**config.mk**
```make
export PLATFORM = sky130hd
export DESIGN_NAME = aba_ram
export DESIGN_NICKNAME = d
export VERILOG_FILES = /design/src/rtl/core/aba_ram.sv
export SDC_FILE = /design/constraint.sdc
export NUM_CORES = 2
export LEC_CHECK = 0
export ABC_CLOCK_PERIOD_IN_PS = 2710
export BUFFER_PORTS_ARGS = -buffer_cell sky130_fd_sc_hd__buf_2
export CAP_MARGIN = 0
export CELL_PAD_IN_SITES_DETAIL_PLACEMENT = 0
export CELL_PAD_IN_SITES_GLOBAL_PLACEMENT = 2
export CORE_MARGIN = 2
export CORE_UTILIZATION = 38
export CTS_BUF_LIST = sky130_fd_sc_hd__clkbuf_8
export DETAILED_ROUTE_END_ITERATION = 6
export PLACE_DENSITY = 0.73
export SYNTH_ARGS = -nofsm -noshare
export SYNTH_HDL_FRONTEND = slang
export SYNTH_SLANG_ARGS = --single-unit
```
**constraint.sdc**
```tcl
create_clock -name clk -period 2.71 [get_ports clk]
set_input_delay 0 -clock clk [delete_from_list [all_inputs] [get_ports clk]]
set_output_delay 0 -clock clk [all_outputs]
set_load 0.005 [all_outputs]
```
**src/rtl/core/aba_ram.sv**
```systemverilog
// ---------------------------------------------------------------------------
// aba_ram
// Generic single-write, single-read RAM with a registered read port.
// ---------------------------------------------------------------------------
module aba_ram #(
	parameter int WIDTH = 8,
	parameter int DEPTH = 256
) (
	input  logic                     clk,
	input  logic                     we,
	input  logic [$clog2(DEPTH)-1:0] waddr,
	input  logic [WIDTH-1:0]         wdata,
	input  logic                     re,
	input  logic [$clog2(DEPTH)-1:0] raddr,
	output logic [WIDTH-1:0]         rdata
);

	logic [WIDTH-1:0] mem [DEPTH];
	logic [WIDTH-1:0] rdata_q;

	always_ff @(posedge clk) begin
		if (we) begin
			mem[waddr] <= wdata;
		end
		if (re) begin
			rdata_q <= mem[raddr];
		end
	end

	assign rdata = rdata_q;

endmodule

```
==> results_dict.tcl <==
set metrics [dict create \
    status "complete, no violations" \
    cp_slowest_cell "a221oi_2" \
    synth_area_mm2 0.0796 \
    io_pins 35 \
    drcViolationCount 0 \
    synth_warnings 0 \
    setup_violations 0 \
    syn_avg_cell_area_um2 21.3 \
    yosysSeqAreaShare 0.775 \
    swShare 0.224 \
    clockPowerShare 0.389 \
    cp.required_ns 3.46 \
    layout_commonest_cell "edfxtp_1" \
    synth_area_leader_cell "edfxtp_1" \
    end_kind "flip-flop" \
    finalNonFillerCells 7507 \
    dp_hpwl_mm 133 \
    power.switching_mw 14.2 \
    num_rows 168 \
    hold_path_class "input port to flip-flop" \
    drt_iter0_drc 4675 \
    gp_congestion 0.823 \
    yosysUniqueCellTypes 54 \
    rsz0062_at_grt "false" \
    syn_inst 3733 \
    synth-edff-count 2056 \
    skew_ns 0.0723 \
    root_buffer "clkbuf_8" \
    synthTopCellsByArea "edfxtp_1 78%, mux4_2 13%, mux2i_1 1.7%, nor2_1 1.3%, a22oi_1 1.3%" \
    fill_cells 17695 \
    grt_pass1_wl_mm 300 \
    drive_gt1_frac 0.313 \
    numCtsBuffers 339 \
    ant_nets 0 \
    dp_cells 6893 \
    max_freq_ghz 0.373 \
    max_cap_viol_count 0 \
    antenna_found_initial 4 \
    die_h_um 462 \
    critical_path_class "flip-flop to flip-flop" \
    final_nets 4486 \
    crit_arrival_ns 3.43 \
    irDropWorstVdd_v 0.000386 \
    final_cell_mix "2056 x edfxtp_1, 484 x buf_4, 454 x mux4_2" \
    hold_ws_ns 0.117 \
    min_period_over_period 0.988 \
    drv_slew 0 \
    grtUsageTotal 0.196 \
    max_stage_delay_ns 0.50 \
    path_max_fanout 1 \
    async_flop_share 0 \
    tightest_slew_ns 1.01 \
    hold_viol_final 0 \
    htreeDepth 5 \
    clkLatencyLatePin_ns 1.06 \
    crit_buf_inv 1 \
    power.internal_mw 49.1 \
    grt_max_degree 112 \
    clockBufferDepth 4 \
    path_cells "mux4_2 -> a22o_1 -> a221oi_2 -> o32ai_1 -> nor3_1 -> buf_4 -> nor4_1" \
    syn2layout_area_growth_pct 17.3 \
    power_leakage_nw 30.2 \
    grt_pass1_vias 41470 \
    cts.sinks 2056 \
    viasPerCell 5.46 \
    initial_core_util 0.381 \
    crit_family "compound AO/OA/AOI/OAI gates" \
    routed_wl_mm 209 \
    num_vias 40972 \
    port_buffers 34 \
    core_area_mm2 0.209 \
    period_needed_ns 2.68 \
    avgRoutedWirePerCell_um 27.9 \
    cp-start-kind "flip-flop" \
    first_pass_iters 5 \
    ys.flop_type "edfxtp_1" \
    synth-seq-cells 2056 \
    combPwrFrac 0.056 \
    clk_pin_slew_ns 0.06 \
    p_seq_frac 0.555 \
    fp.dieW_um 462 \
    cts_tree "yes" \
    grt_overflow 0 \
    syn_nets 3760 \
    maxSlewHeadroom 0.327 \
    power.density_mw_per_mm2 678 \
    die-area_mm2 0.213 \
    netlist.area_leader.share 0.775 \
]
per-stage QoR:
step / utilization / total power [mW] / setup WS [ns] / TNS [ns] / instance area (µm²)
2_1_floorplan: - / 37.5 / 0.634 / 0 / 79600
3_3_place_gp: 0.417 / 39.3 / -0.841 / -3.18 / 87100
3_5_place_dp: 0.417 / 39.3 / -0.537 / -2.51 / 87100
4_1_cts: 0.447 / 63.9 / 0.0232 / 0 / 93400
5_1_grt: 0.447 / 65.4 / 0.0329 / 0 / 93400
6_report: 0.447 / 63.3 / 0.0325 / 0 / 93400
worst reg2reg max path: stages, from the launching register on:
cell and delay [ns]:
edfxtp_1 0.36, mux4_2 0.48, a22o_1 0.27, a221oi_2 0.50, o32ai_1 0.22, nor3_1 0.34, buf_4 0.21, nor4_1 0.05
repair_timing:
action	4_1_cts	5_1_grt
hold buffers	30	0
buffers inserted	0	0
resized for setup	4	2
endpoints found under the setup margin	4	2
hold endpoints to repair	3579	0
pin swaps	0	0
final cells by class:
class / instances / area (µm²) / share of cell area
tap: 2805 / 3510 / 0.0376
clock inverter: 235 / 1210 / 0.0130
multi-input combinational: 1442 / 16500 / 0.177
timing repair buffer: 618 / 5630 / 0.0602
clock buffer: 347 / 4780 / 0.0511
inverter: 2 / 7.51 / 0.0000804
antenna: 2 / 5.00 / 0.0000536
sequential: 2056 / 61700 / 0.661
per-layer routing:
| metal | vias to the layer above | routed length [µm] | global-route usage | share of wire |
|---|---|---|---|---|
| li1 | 17197 | - | - | - |
| met1 | 21864 | 88000 | 0.274 | 0.42 |
| met2 | 1620 | 101000 | 0.315 | 0.48 |
| met3 | 289 | 14500 | 0.0351 | 0.069 |
| met4 | 2 | 5570 | 0.0591 | 0.027 |
| met5 | - | 14 | 0 | 0.000067 |
cells in the mapped netlist (6+ instances only):
cell	number
nand4_1	10
o221ai_1	46
o211ai_1	10
edfxtp_1	2056
a221oi_1	13
buf_8	13
nand3_1	34
o21ai_0	10
buf_1	22
nand2b_1	8
a22oi_1	133
buf_12	8
buf_4	27
buf_6	21
clkbuf_1	111
nor4_1	24
nor3_1	22
and2_1	6
mux2i_1	134
a22o_1	8
nor2b_1	31
nor2_1	282
a21oi_1	96
nand2_1	33
mux4_2	454
buf_2	31
a211oi_1	16
o22ai_1	28
flip-flops by register name (all words and copies together) (netlist names):
name / cells
mem: 2048
rdata: 8
worst paths after layout:
kind | start | endpoint | slack [ns] | cells after the start
worst min register to register | mem[180][2] | rdata[2] | 1.24 | 6
worst max-delay path | mem[211][5] | rdata[5] | 0.03 | 7
worst min-delay path | wdata[2] | mem[226][2] | 0.12 | 2
worst max register to register | mem[211][5] | rdata[5] | 0.03 | 7
cells by family after synthesis:
kind of cell / synth area share
buffers and inverters: 0.0183
multiplexers: 0.146
flip-flops: 0.775
AND/OR/NAND/NOR: 0.0263
AO/OA/AOI/OAI: 0.0342
power groups by stage:
stage | combinational, mW | clock [mW] | sequential, mW
after floorplan | 1.70 | 0 | 35.8
after global placement | 3.51 | 0 | 35.8
after detailed placement | 3.55 | 0 | 35.8
after CTS | 3.60 | 25.2 | 35.1
after global routing | 3.76 | 26.5 | 35.1
final | 3.56 | 24.6 | 35.1
(Power assumes the default switching activity.)
